--- src/rtl/assert_macros.svh ---
// Assertion helper macros shared by the RTL files.
`ifndef ASSERT_MACROS_SVH
`define ASSERT_MACROS_SVH

// Concurrent assertion clocked on the rising edge, disabled in reset.
`define ASSERT_CLK(label, prop, msg) \
  label: assert property (@(posedge clk_i) disable iff (!rst_ni) (prop)) else $error(msg);

// Implication check: when the antecedent holds, the consequent must hold.
`define ASSERT_IMPL(label, ante, cons, msg) \
  label: assert property (@(posedge clk_i) disable iff (!rst_ni) (ante) |-> (cons)) \
    else $error(msg);

`endif

--- src/rtl/md5h_pkg.sv ---
// ----------------------------------------------------------------------------
// MD5 hasher package
// Item types and round constant tables for the streaming MD5 hasher.
// ----------------------------------------------------------------------------
package md5h_pkg;

  localparam logic REQ_ABSORB = 1'b0;
  localparam logic REQ_FINISH = 1'b1;

  localparam logic [31:0] IV_A = 32'h67452301;
  localparam logic [31:0] IV_B = 32'hefcdab89;
  localparam logic [31:0] IV_C = 32'h98badcfe;
  localparam logic [31:0] IV_D = 32'h10325476;

  localparam logic [7:0] PAD_BYTE = 8'h80;
  localparam int unsigned LEN_POS = 56;

  typedef struct packed {
    logic       req_type;
    logic [7:0] data_byte;
  } md5h_in_t;

  typedef struct packed {
    logic [31:0] digest_word;
    logic [1:0]  word_index;
    logic [63:0] bit_length;
    logic        last_word;
  } md5h_out_t;

  // Queue entry passed from the front part to the back part.
  typedef struct packed {
    logic       fin;
    logic [7:0] data;
  } md5h_cmd_t;

  function automatic logic [31:0] round_k(input logic [5:0] i);
    logic [31:0] k;
    case (i)
      6'd0: k = 32'hd76aa478;  6'd1: k = 32'he8c7b756;  6'd2: k = 32'h242070db;
      6'd3: k = 32'hc1bdceee;  6'd4: k = 32'hf57c0faf;  6'd5: k = 32'h4787c62a;
      6'd6: k = 32'ha8304613;  6'd7: k = 32'hfd469501;  6'd8: k = 32'h698098d8;
      6'd9: k = 32'h8b44f7af;  6'd10: k = 32'hffff5bb1; 6'd11: k = 32'h895cd7be;
      6'd12: k = 32'h6b901122; 6'd13: k = 32'hfd987193; 6'd14: k = 32'ha679438e;
      6'd15: k = 32'h49b40821; 6'd16: k = 32'hf61e2562; 6'd17: k = 32'hc040b340;
      6'd18: k = 32'h265e5a51; 6'd19: k = 32'he9b6c7aa; 6'd20: k = 32'hd62f105d;
      6'd21: k = 32'h02441453; 6'd22: k = 32'hd8a1e681; 6'd23: k = 32'he7d3fbc8;
      6'd24: k = 32'h21e1cde6; 6'd25: k = 32'hc33707d6; 6'd26: k = 32'hf4d50d87;
      6'd27: k = 32'h455a14ed; 6'd28: k = 32'ha9e3e905; 6'd29: k = 32'hfcefa3f8;
      6'd30: k = 32'h676f02d9; 6'd31: k = 32'h8d2a4c8a; 6'd32: k = 32'hfffa3942;
      6'd33: k = 32'h8771f681; 6'd34: k = 32'h6d9d6122; 6'd35: k = 32'hfde5380c;
      6'd36: k = 32'ha4beea44; 6'd37: k = 32'h4bdecfa9; 6'd38: k = 32'hf6bb4b60;
      6'd39: k = 32'hbebfbc70; 6'd40: k = 32'h289b7ec6; 6'd41: k = 32'heaa127fa;
      6'd42: k = 32'hd4ef3085; 6'd43: k = 32'h04881d05; 6'd44: k = 32'hd9d4d039;
      6'd45: k = 32'he6db99e5; 6'd46: k = 32'h1fa27cf8; 6'd47: k = 32'hc4ac5665;
      6'd48: k = 32'hf4292244; 6'd49: k = 32'h432aff97; 6'd50: k = 32'hab9423a7;
      6'd51: k = 32'hfc93a039; 6'd52: k = 32'h655b59c3; 6'd53: k = 32'h8f0ccc92;
      6'd54: k = 32'hffeff47d; 6'd55: k = 32'h85845dd1; 6'd56: k = 32'h6fa87e4f;
      6'd57: k = 32'hfe2ce6e0; 6'd58: k = 32'ha3014314; 6'd59: k = 32'h4e0811a1;
      6'd60: k = 32'hf7537e82; 6'd61: k = 32'hbd3af235; 6'd62: k = 32'h2ad7d2bb;
      default: k = 32'heb86d391;
    endcase
    return k;
  endfunction

  function automatic logic [4:0] rot_amt(input logic [5:0] i);
    logic [4:0] r;
    case ({i[5:4], i[1:0]})
      4'd0: r = 5'd7;   4'd1: r = 5'd12;  4'd2: r = 5'd17;  4'd3: r = 5'd22;
      4'd4: r = 5'd5;   4'd5: r = 5'd9;   4'd6: r = 5'd14;  4'd7: r = 5'd20;
      4'd8: r = 5'd4;   4'd9: r = 5'd11;  4'd10: r = 5'd16; 4'd11: r = 5'd23;
      4'd12: r = 5'd6;  4'd13: r = 5'd10; 4'd14: r = 5'd15; default: r = 5'd21;
    endcase
    return r;
  endfunction

  // Message word index used by round i.
  function automatic logic [3:0] msg_idx(input logic [5:0] i);
    logic [3:0] g;
    case (i[5:4])
      2'd0: g = i[3:0];
      2'd1: g = 4'(5 * i[3:0] + 1);
      2'd2: g = 4'(3 * i[3:0] + 5);
      default: g = 4'(7 * i[3:0]);
    endcase
    return g;
  endfunction

endpackage

--- src/rtl/md5h_front.sv ---
// ----------------------------------------------------------------------------
// MD5 hasher front end
// Accepts items and writes them into a small command queue.
// ----------------------------------------------------------------------------
module md5h_front import md5h_pkg::*; (
  input  logic      clk_i,
  input  logic      rst_ni,
  input  md5h_in_t  in_data_i,
  input  logic      in_valid_i,
  output logic      in_ready_o,
  output md5h_cmd_t cmd_o,
  output logic      cmd_valid_o,
  input  logic      cmd_ready_i
);

  localparam int unsigned Depth = 4;

  md5h_cmd_t  mem_q [Depth];
  logic [1:0] wptr_q, wptr_d, rptr_q, rptr_d;
  logic [2:0] cnt_q, cnt_d;
  logic       push, pop;

  assign in_ready_o  = (cnt_q != 3'(Depth));
  assign cmd_valid_o = (cnt_q != 3'd0);
  assign push        = in_valid_i && in_ready_o;
  assign pop         = cmd_valid_o && cmd_ready_i;
  assign cmd_o       = mem_q[rptr_q];

  always_comb begin
    wptr_d = push ? wptr_q + 2'd1 : wptr_q;
    rptr_d = pop ? rptr_q + 2'd1 : rptr_q;
    cnt_d  = cnt_q + 3'(push) - 3'(pop);
  end

  always_ff @(posedge clk_i) begin
    if (push) begin
      mem_q[wptr_q] <= '{fin: in_data_i.req_type, data: in_data_i.data_byte};
    end
  end

  always_ff @(posedge clk_i or negedge rst_ni) begin
    if (!rst_ni) begin
      wptr_q <= '0;
      rptr_q <= '0;
      cnt_q  <= '0;
    end else begin
      wptr_q <= wptr_d;
      rptr_q <= rptr_d;
      cnt_q  <= cnt_d;
    end
  end

`include "assert_macros.svh"
  `ASSERT_CLK(a_cnt_range, cnt_q <= 3'(Depth), "queue count overflow")
  `ASSERT_IMPL(a_no_ovf, cnt_q == 3'(Depth), !push, "push into full queue")
  `ASSERT_IMPL(a_cnt_step, push && !pop, cnt_d == cnt_q + 3'd1, "count step wrong")

endmodule

--- src/rtl/md5h_core.sv ---
// ----------------------------------------------------------------------------
// MD5 hasher back end
// Block buffer, padding, 64-round compression and digest output.
// ----------------------------------------------------------------------------
module md5h_core import md5h_pkg::*; (
  input  logic      clk_i,
  input  logic      rst_ni,
  input  md5h_cmd_t cmd_i,
  input  logic      cmd_valid_i,
  output logic      cmd_ready_o,
  output md5h_out_t out_data_o,
  output logic      out_valid_o,
  input  logic      out_ready_i
);

  localparam logic [2:0] ST_IDLE = 3'd0;
  localparam logic [2:0] ST_PAD  = 3'd1;
  localparam logic [2:0] ST_LOAD = 3'd2;
  localparam logic [2:0] ST_RND  = 3'd3;
  localparam logic [2:0] ST_ADD  = 3'd4;
  localparam logic [2:0] ST_OUT  = 3'd5;

  logic [2:0]  st_q, st_d;
  logic [31:0] buf_q [16];
  logic [5:0]  fill_q, fill_d;
  logic [63:0] cnt_q, cnt_d;
  logic [31:0] ca_q, cb_q, cc_q, cd_q;
  logic [31:0] a_q, b_q, c_q, d_q;
  logic [5:0]  rnd_q, rnd_d;
  logic [5:0]  pad_q, pad_d;
  logic        fin_q, fin_d;
  logic        two_q, two_d;
  logic [1:0]  oidx_q, oidx_d;
  logic [31:0] mword_q;
  logic [3:0]  midx;
  logic [31:0] f, t, rot, kc_q;
  logic [5:0]  nidx;
  logic        wr_en;
  logic [5:0]  wr_addr;
  logic [7:0]  wr_byte;

  assign cmd_ready_o = (st_q == ST_IDLE);

  // The message word for round r is fetched in the cycle before that round.
  assign nidx = (st_q == ST_LOAD) ? 6'd0 : rnd_q + 6'd1;
  assign midx = msg_idx(nidx);

  always_ff @(posedge clk_i) begin
    mword_q <= buf_q[midx];
    kc_q <= round_k(nidx);
    if (wr_en) begin
      buf_q[wr_addr[5:2]][{wr_addr[1:0], 3'd0} +: 8] <= wr_byte;
    end
  end

  always_comb begin
    case (rnd_q[5:4])
      2'd0: f = (b_q & c_q) | (~b_q & d_q);
      2'd1: f = (d_q & b_q) | (~d_q & c_q);
      2'd2: f = b_q ^ c_q ^ d_q;
      default: f = c_q ^ (b_q | ~d_q);
    endcase
    t   = f + a_q + mword_q + kc_q;
    rot = (t << rot_amt(rnd_q)) | (t >> (6'd32 - {1'b0, rot_amt(rnd_q)}));
  end

  always_comb begin
    wr_en   = 1'b0;
    wr_addr = fill_q;
    wr_byte = cmd_i.data;
    if (st_q == ST_IDLE && cmd_valid_i) begin
      wr_en   = 1'b1;
      wr_byte = cmd_i.fin ? PAD_BYTE : cmd_i.data;
    end else if (st_q == ST_PAD) begin
      wr_en   = 1'b1;
      wr_addr = pad_q;
      wr_byte = (!two_q && pad_q >= 6'(LEN_POS)) ? cnt_q[{pad_q[2:0], 3'd0} +: 8] : 8'd0;
    end
  end

  always_comb begin
    st_d   = st_q;
    fill_d = fill_q;
    cnt_d  = cnt_q;
    rnd_d  = rnd_q;
    pad_d  = pad_q;
    fin_d  = fin_q;
    two_d  = two_q;
    oidx_d = oidx_q;
    case (st_q)
      ST_IDLE: begin
        if (cmd_valid_i) begin
          if (cmd_i.fin) begin
            fin_d = 1'b1;
            two_d = (fill_q >= 6'(LEN_POS));
            pad_d = fill_q + 6'd1;
            st_d  = (fill_q == 6'd63) ? ((fill_q >= 6'(LEN_POS)) ? ST_LOAD : ST_PAD)
                                      : ST_PAD;
          end else begin
            cnt_d  = cnt_q + 64'd8;
            fill_d = fill_q + 6'd1;
            fin_d  = 1'b0;
            if (fill_q == 6'd63) st_d = ST_LOAD;
          end
        end
      end
      ST_PAD: begin
        pad_d = pad_q + 6'd1;
        if (pad_q == 6'd63) st_d = ST_LOAD;
      end
      ST_LOAD: begin
        rnd_d = 6'd0;
        st_d  = ST_RND;
      end
      ST_RND: begin
        rnd_d = rnd_q + 6'd1;
        if (rnd_q == 6'd63) st_d = ST_ADD;
      end
      ST_ADD: begin
        if (!fin_q) begin
          st_d = ST_IDLE;
        end else if (two_q) begin
          two_d = 1'b0;
          pad_d = 6'd0;
          st_d  = ST_PAD;
        end else begin
          oidx_d = 2'd0;
          st_d   = ST_OUT;
        end
      end
      ST_OUT: begin
        if (out_ready_i) begin
          oidx_d = oidx_q + 2'd1;
          if (oidx_q == 2'd3) begin
            st_d   = ST_IDLE;
            fin_d  = 1'b0;
            fill_d = 6'd0;
            cnt_d  = '0;
          end
        end
      end
      default: st_d = ST_IDLE;
    endcase
  end

  always_ff @(posedge clk_i or negedge rst_ni) begin
    if (!rst_ni) begin
      st_q   <= ST_IDLE;
      fill_q <= '0;
      cnt_q  <= '0;
      rnd_q  <= '0;
      pad_q  <= '0;
      fin_q  <= 1'b0;
      two_q  <= 1'b0;
      oidx_q <= '0;
      ca_q   <= IV_A;
      cb_q   <= IV_B;
      cc_q   <= IV_C;
      cd_q   <= IV_D;
    end else begin
      st_q   <= st_d;
      fill_q <= fill_d;
      cnt_q  <= cnt_d;
      rnd_q  <= rnd_d;
      pad_q  <= pad_d;
      fin_q  <= fin_d;
      two_q  <= two_d;
      oidx_q <= oidx_d;
      if (st_q == ST_ADD) begin
        ca_q <= ca_q + a_q;
        cb_q <= cb_q + b_q;
        cc_q <= cc_q + c_q;
        cd_q <= cd_q + d_q;
      end else if (st_q == ST_OUT && out_ready_i && oidx_q == 2'd3) begin
        ca_q <= IV_A;
        cb_q <= IV_B;
        cc_q <= IV_C;
        cd_q <= IV_D;
      end
    end
  end

  always_ff @(posedge clk_i) begin
    if (st_q == ST_LOAD) begin
      a_q <= ca_q;
      b_q <= cb_q;
      c_q <= cc_q;
      d_q <= cd_q;
    end else if (st_q == ST_RND) begin
      a_q <= d_q;
      d_q <= c_q;
      c_q <= b_q;
      b_q <= b_q + rot;
    end
  end

  assign out_valid_o = (st_q == ST_OUT);
  always_comb begin
    out_data_o.word_index = oidx_q;
    out_data_o.bit_length = cnt_q;
    out_data_o.last_word  = (oidx_q == 2'd3);
    case (oidx_q)
      2'd0: out_data_o.digest_word = ca_q;
      2'd1: out_data_o.digest_word = cb_q;
      2'd2: out_data_o.digest_word = cc_q;
      default: out_data_o.digest_word = cd_q;
    endcase
  end

`include "assert_macros.svh"
  `ASSERT_IMPL(a_rnd_done, st_q == ST_ADD, $past(rnd_q) == 6'd63, "round count wrong")
  `ASSERT_IMPL(a_no_take, st_q != ST_IDLE, !cmd_ready_o, "took item while busy")
  `ASSERT_IMPL(a_out_fin, out_valid_o, fin_q && !two_q, "digest out of finish")

endmodule

--- src/rtl/md5_stream_hasher_top.sv ---
// ----------------------------------------------------------------------------
// Streaming MD5 hasher, top level
// Item input channel and digest output channel with valid and ready.
// ----------------------------------------------------------------------------
// Each input item is either one message byte or a finish request. Byte items
// go through a four-entry queue into the hashing core, which writes them into
// a 64-byte block buffer. The 64th byte of a block starts the compression: a
// load step, the rounds on one shared round unit, and an add into the
// chaining words. A finish item pads the buffer one byte per cycle, runs one
// or two final compressions, and then presents four result items, words A,
// B, C and D with the bit length, one per accepted output cycle. With an
// empty queue, how soon the first digest word appears after the finish item
// is accepted depends on the fill of the last block.
// The queue keeps taking items while the core is busy, up to four.
// If the receiver stalls, the core holds the current digest word and stops
// taking queue entries; input then backs up once the queue is full.
// Reset clears the queue, sets the chaining words to the initial vector and
// zeroes the fill count and the bit count; no clearing pass is needed.
module md5_stream_hasher_top import md5h_pkg::*; (
  input  logic      clk_i,
  input  logic      rst_ni,
  input  md5h_in_t  in_data_i,
  input  logic      in_valid_i,
  output logic      in_ready_o,
  output md5h_out_t out_data_o,
  output logic      out_valid_o,
  input  logic      out_ready_i
);

  md5h_cmd_t cmd;
  logic      cmd_valid, cmd_ready;

  md5h_front u_front (
    .clk_i      (clk_i),
    .rst_ni     (rst_ni),
    .in_data_i  (in_data_i),
    .in_valid_i (in_valid_i),
    .in_ready_o (in_ready_o),
    .cmd_o      (cmd),
    .cmd_valid_o(cmd_valid),
    .cmd_ready_i(cmd_ready)
  );

  md5h_core u_core (
    .clk_i      (clk_i),
    .rst_ni     (rst_ni),
    .cmd_i      (cmd),
    .cmd_valid_i(cmd_valid),
    .cmd_ready_o(cmd_ready),
    .out_data_o (out_data_o),
    .out_valid_o(out_valid_o),
    .out_ready_i(out_ready_i)
  );

endmodule

--- config.mk ---
export PLATFORM = sky130hd
export DESIGN_NAME = md5_stream_hasher_top
export DESIGN_NICKNAME = d
export VERILOG_FILES = /design/src/rtl/md5h_pkg.sv /design/src/rtl/md5h_front.sv /design/src/rtl/md5h_core.sv /design/src/rtl/md5_stream_hasher_top.sv
export VERILOG_INCLUDE_DIRS = /design/src /design/src/rtl
export SDC_FILE = /design/constraint.sdc
export NUM_CORES = 2
export LEC_CHECK = 0
export BUFFER_PORTS_ARGS = -buffer_cell sky130_fd_sc_hd__buf_4
export CAP_MARGIN = 20
export CELL_PAD_IN_SITES_DETAIL_PLACEMENT = 1
export CELL_PAD_IN_SITES_GLOBAL_PLACEMENT = 1
export CORE_ASPECT_RATIO = 1.5
export CORE_MARGIN = 10
export CORE_UTILIZATION = 40
export CTS_BUF_LIST = sky130_fd_sc_hd__clkbuf_8
export DETAILED_ROUTE_END_ITERATION = 8
export PLACE_DENSITY_LB_ADDON = 0.1
export SYNTH_ARGS = -nofsm -noshare
export SYNTH_HDL_FRONTEND = slang
export SYNTH_HIERARCHICAL = 1
export SYNTH_SLANG_ARGS = --single-unit
--- constraint.sdc ---
create_clock -name clk_i -period 13 [get_ports clk_i]
set_input_delay 0 -clock clk_i [delete_from_list [all_inputs] [get_ports clk_i]]
set_output_delay 0 -clock clk_i [all_outputs]
set_load 0.02 [all_outputs]
# Word-level counts from Yosys, hierarchy flattened
# Memory sizes are Yosys's and may differ from the RTL's. A register that Yosys moved wholly into a read port is not among the register bits.
# Cells that the tools add are included.
# totals
register_bits,352
ram_bits,548
romBits,2208
input_bits,13
out_inout_bits,101
word_cells,191
memories,5
# memory_table
memory,words,width,read_ports,rd_ports_with_merged_regs,write_ports,line_no,rtl
(name not given),64,32,1,1,0,md5h_pkg.sv:38,case (i)
u_core.buf_q,16,32,1,1,1,md5h_core.sv:24,logic [31:0] buf_q [16];
(name not given),16,5,1,0,0,md5h_pkg.sv:67,"case ({i[5:4], i[1:0]})"
(name not given),16,5,1,0,0,md5h_pkg.sv:67,
u_front.mem_q,4,9,1,0,1,md5h_front.sv:18,md5h_cmd_t mem_q [Depth];
# classes
add_sub_neg,21
mul,3
magnitude_cmp,2
n_eq_ne,27
shift,5
muxes,73
bitwise_logic,13
reduce_logical,23
# ops
operator,count
$mux 32,17
$add 32x32->32,8
$mux 64,4
$pmux 32 s3,2
$and 32x32->32,4
$or 32x32->32,4
$pmux 64 s2,1
$xor 32x32->32,3
$mux 6,11
$add 64x4->64 const B,1
$not 32->32,2
$shiftx 64x7->8,1
$mux 8,4
$shift 8x7->32 const A,1
$shiftx 8x7->32,1
$shl 32x5->32,1
$shr 32x6->32,1
$mux 3,10
$pmux 6 s2,2
$add 6x1->6 const B,3
$eq 6x6->1 const B,3
$pmux 3 s6,1
$pmux 6 s3,1
$ge 6x6->1 const B,2
other kinds (32),79

# Logic depth before layout (Yosys ltp)
# depth
ltp_word,12
mapped_depth,39
depth_no_buf,35

# Hierarchy
# The synthesis kept the hierarchy.
# by_module_without_submodules
module,instances,cells_each,area_per_inst_um2,seq_area_each_um2
md5h_core,1,6122,57807.9,25934.9
md5h_front,1,88,1775.5,1256.2

# Worst setup path before layout
# No wires, ideal clock.
# synth_path
path_type,flip-flop to flip-flop
startpoint,register u_core.rnd_q[4]
endpoint,"register u_core.b_q[31], data pin"
setup_time_ns,0.256
arrival_time_ns,8.758
required_ns,12.744
slack_ns,3.986
path_stages_with_launch,37
n_path_buf,5
period_less_slack_ns,9.014
cell_sequence,dfrtp_1 > buf_2 > buf_1 > buf_1 > clkbuf_1 > xnor2_1 > o211ai_1 > o211ai_1 > fa_1 > fa_1 > inv_1 > ha_1 > fa_1 > a211oi_2 > o21ai_0 > a21o_1 > o21ba_1 > clkbuf_1 > o21ba_2 > or3_1 > o211ai_1 > mux2i_1 > mux4_2 > nor2_1 > a221o_1 > ha_1 > a211oi_1 > o21bai_1 > o21ai_0 > a211oi_1 > a21o_1 > a31o_2 > o41a_1 > mux2i_1 > o2111ai_1 > or4_1 > o211a_1
# synth_between
elab_chain_cells,10
elab_cells_between_ends,16
cone_classes,5 x add/sub; 2 x eq/ne; 2 x shift; 3 x mux; 1 x bitwise; 1 x reduce/logical; 2 x memory
# synth_rtl
element,line_no,rtl
start: declaration,md5h_core.sv:29,"logic [5:0] rnd_q, rnd_d;"
start signal: assignment,md5h_core.sv:164,rnd_q <= rnd_d;
$eq 2x2->1 (tied with other cells),md5h_core.sv:57,case (rnd_q[5:4])
$pmux 32 s3,md5h_core.sv:57,
$add 32x32->32 (3 in a row),md5h_core.sv:63,t = f + a_q + mword_q + kc_q;
$shr 32x6->32 or $shl 32x5->32 (tied branches),md5h_core.sv:64,"rot = (t << rot_amt(rnd_q)) | (t >> (6'd32 - {1'b0, rot_amt(rnd_q)}));"
$or 32x32->32 *,md5h_core.sv:64,
$add 32x32->32 *,md5h_core.sv:193,b_q <= b_q + rot;
$mux 32 *,md5h_core.sv:189,end else if (st_q == ST_RND) begin
$mux 32 *,md5h_core.sv:184,if (st_q == ST_LOAD) begin
end signal: assignment,md5h_core.sv:186,b_q <= cb_q;
end signal: assignment,md5h_core.sv:193,
end: declaration,md5h_core.sv:28,"logic [31:0] a_q, b_q, c_q, d_q;"
# Mark *: on every way between the ends. The rest lies on a longest branch, timed or not. The select of a mux whose other input is x is not followed.
# A chain may end at the register's enable or synchronous reset.

# Worst setup path after layout
# Ends and elaborated chain as after synthesis.

==> results.md <==
* Gr ovfl total at 0
* Slew Viols, Final at 0
* CTS buffer count at 162
* Core area at 148100 um2
* Via count of the first global-routing pass at 52610
* Die W at 335.1 um
* Wirelength, routed at 230000 um
* Register bit total from synthesis at roughly 960
* Layout cells sized above 1 at 10.50%
* Starting Density at 40.24%
* Crit path required time at 13680 ps
* Syn Std Cell Area at 59580 um2
* Hold slack at 145.2 ps
* Worst-path maximum fanout at 75
* Yosys warnings at 6
* Worst slew pin tran at roughly 1200 ps
* Post-DP Area at 62300 um2
* Setup TNS at 0 ps
* Slowest CP cell: buf_4
* Final instance area at 65860 um2
* Predominant post-synthesis flop cell: edfxtp_1
* Min-delay worst type: in2reg
* Max stage delay on crit path at 750 ps
* First-pass iteration count of the detailed router at 8
* Chip height at 492.7 um
* Post-route DRC at 0
* Routability Congestion at 0.9976
* DR vias/cell at 6.030
* Die ar. at 165100 um2
* Reg clk slew, reported paths at about 60 ps
* Clk_lat worst skew at 940 ps
* Setup WS pre-CTS at roughly 2400 ps
* Nets at 6557
* CP arrival at 11340 ps
* Post-route worst setup slack at roughly 2300 ps
* Register area share after synthesis at 45.64%
* Fin crit share at 81.99%
* Setup repair bufs after CTS at 0
* Largest net degree at the start of global routing at 175
* Max-cap violations at 0
* Via count at ~50000
* Crit path capture type: flip-flop
* Final HPWL DP at 167100 um
* Status: complete, no violations
* Reg area at 27200 um2
* Initial antenna violation count at 5
* # setup viols final at 0
* Global-route wire length before repair at 340900 um
* Slew HR at 16.79%
* Fmax at 93.83 MHz
* Setup Skew at 70.88 ps
* Critical Path Most Common Cell: o21ai_0
* Number of unique standard cell types used by synthesis at 105
* Drt first-iter violations at 3197
* Final period demand of the worst path at roughly 11000 ps
* CTS Sinks at just under 1000
* Htree depth at 4
* Setup CP Type: reg2reg
* Multi-input gate area at between 30000 and 40000 um2
* Num ports at between 100 and 150
* Row cnt at around 170
* Post-synth EDFFs at 676
* RSZ-0062 raised after global routing: no
* Worst reg2reg setup slack at 2340 ps
* CTS tree: built
* # fillers at 16590
* Hold Vio Cnt, Final at 0
* CTS max path bufs at 3
* Total track usage at 27.24%
* Hold_buf cts at 25
* Final ANT Viol Nets at 0
* Average size of a mapped cell at approximately 9.6 um2
* Syn-to-layout area delta at 10.54%
* Synthesized instance count at 6210
* Wirelength per Cell at 27.70 um
* Buffers on Ports at 110
* # resized after CTS at 0
* Root buf cell: clkbuf_8
* FFs w/ async S/R, synth at 23.00%
* Startpoint types: flip-flop
==> cells in the final DEF (no fill, tap or decap), drive strengths merged, types with 40 or more instances in the layout <==
master and count:
dfstp 64, buf 223, ha 235, clkbuf 183, nand3 165, dfxtp 64, nand2b 42, a21oi 434
and3 47, a211oi 215, edfxtp 676, nand2 916, mux2i 90, fa 70, and2 149, dfrtp 157
a21o 98, xnor2 137, a311oi 71, o21ai 401, inv 331, clkinv 40, xor2 125, nor2 449
o211ai 121, a31oi 110, nor3 92
==> critical path: cells and delay by family, from the launching register on <==
| family | cells | cell delay, ps |
|---|---|---|
| AND/OR/NAND/NOR | 3 | 630 |
| multiplexers | 2 | 660 |
| flip-flops | 1 | 700 |
| buffers and inverters | 2 | 800 |
| adder cells (fa/ha/maj) | 4 | 1760 |
| AO/OA/AOI/OAI | 21 | 5820 |
==> cells in the mapped netlist, types with 18 or more instances <==
master / n / share of area (%)
nand2_1: 915 / 5.8
edfxtp_1: 676 / 34
nor2_1: 445 / 2.8
a21oi_1: 432 / 3.6
o21ai_0: 395 / 3.3
clkbuf_1: 309 / 1.9
inv_1: 261 / 1.6
ha_1: 235 / 4.9
a211oi_1: 214 / 2.7
nand3_1: 163 / 1.4
dfrtp_1: 157 / 6.6
and2_1: 148 / 1.6
xnor2_1: 137 / 2.0
xor2_1: 125 / 1.8
o211ai_1: 121 / 1.5
a31oi_1: 109 / 1.1
a21o_1: 97 / 1.2
nor3_1: 92 / 0.77
mux2i_1: 90 / 1.5
a311oi_1: 71 / 1.0
fa_1: 70 / 2.4
dfstp_2: 64 / 2.8
dfxtp_1: 64 / 2.2
and3_1: 47 / 0.49
buf_2: 42 / 0.35
nand2b_1: 42 / 0.44
or2_2: 38 / 0.40
mux4_2: 37 / 1.4
o21bai_1: 36 / 0.45
or3_1: 36 / 0.38
nand4_1: 35 / 0.37
o31ai_1: 34 / 0.43
a222oi_1: 33 / 0.55
buf_1: 31 / 0.20
o21a_1: 31 / 0.39
a22oi_1: 27 / 0.34
o22ai_1: 26 / 0.27
mux2_2: 22 / 0.42
o221ai_1: 20 / 0.29
nand3b_1: 18 / 0.23
o311ai_0: 18 / 0.26
==> flip-flops by register name, summed over array words and instances, names as in the netlist, 32 cells and up <==
signal          cells
u_core/buf_q      512
u_core/cnt_q       61
u_front/mem_q      36
u_core/a_q         32
u_core/b_q         32
u_core/c_q         32
u_core/ca_q        32
u_core/cb_q        32
u_core/cc_q        32
u_core/cd_q        32
u_core/d_q         32
u_core/kc_q        32
u_core/mword_q     32
==> final timing paths <==
check                                start                to  cells past startpoint
max                        u_core/rnd_q[4]    u_core/b_q[31]                     32
min in group asynchronous           rst_ni  u_core/cnt_q[39]                      4
min reg2reg                u_core/cd_q[31]   u_core/cd_q[31]                      1
max reg2reg                u_core/rnd_q[4]    u_core/b_q[31]                     32
max in group asynchronous           rst_ni   u_core/cc_q[30]                      5
min                            out_ready_i  u_core/oidx_q[1]                      5
==> routing by layer <==
layer / track usage (%) / up-vias / share of wire [%]
li1: - / 22850 / -
met1: 29.94 / 25420 / 38
met2: 49.04 / 1257 / 51
met3: 3.552 / 557 / 3.6
met4: 17.39 / 2 / 7.1
met5: 0 / - / 0.0057
==> cell type report <==
class                   count  area share (%)
repair buffers            251           3.114
diodes                      8         0.03040
multi-input cells        4597           45.62
inverters                 266           1.524
flip-flops and latches    961           41.29
clock inverters           116           1.007
well taps                1925           3.657
clock buffers             180           3.761
==> kinds of logic (layout without fill, tap and decap cells) <==
kind of cell / count (synthesis) / after routing / synth area share, %
adder cells (fa/ha/maj): 305 / 305 / 7.287
AO/OA/AOI/OAI: 1816 / 1816 / 19.88
AND/OR/NAND/NOR: 2061 / 2061 / 15.71
flip-flops: 961 / 961 / 45.64
XOR/XNOR: 262 / 262 / 3.851
other: 1 / 11 / 0.006294
multiplexers: 150 / 150 / 3.370
buffers and inverters: 654 / 813 / 4.259
==> stage by stage <==
step / std cells / utilization [%]
floorplan: 6212 / -
global placement: 7956 / 42.06
detailed placement: 7959 / 42.08
CTS: 8280 / 44.38
global route: 8299 / 44.48
finish: 8304 / 44.49
Power is not shown: default switching activity piles up to over one toggle a cycle in this logic, so the estimate is an artifact.
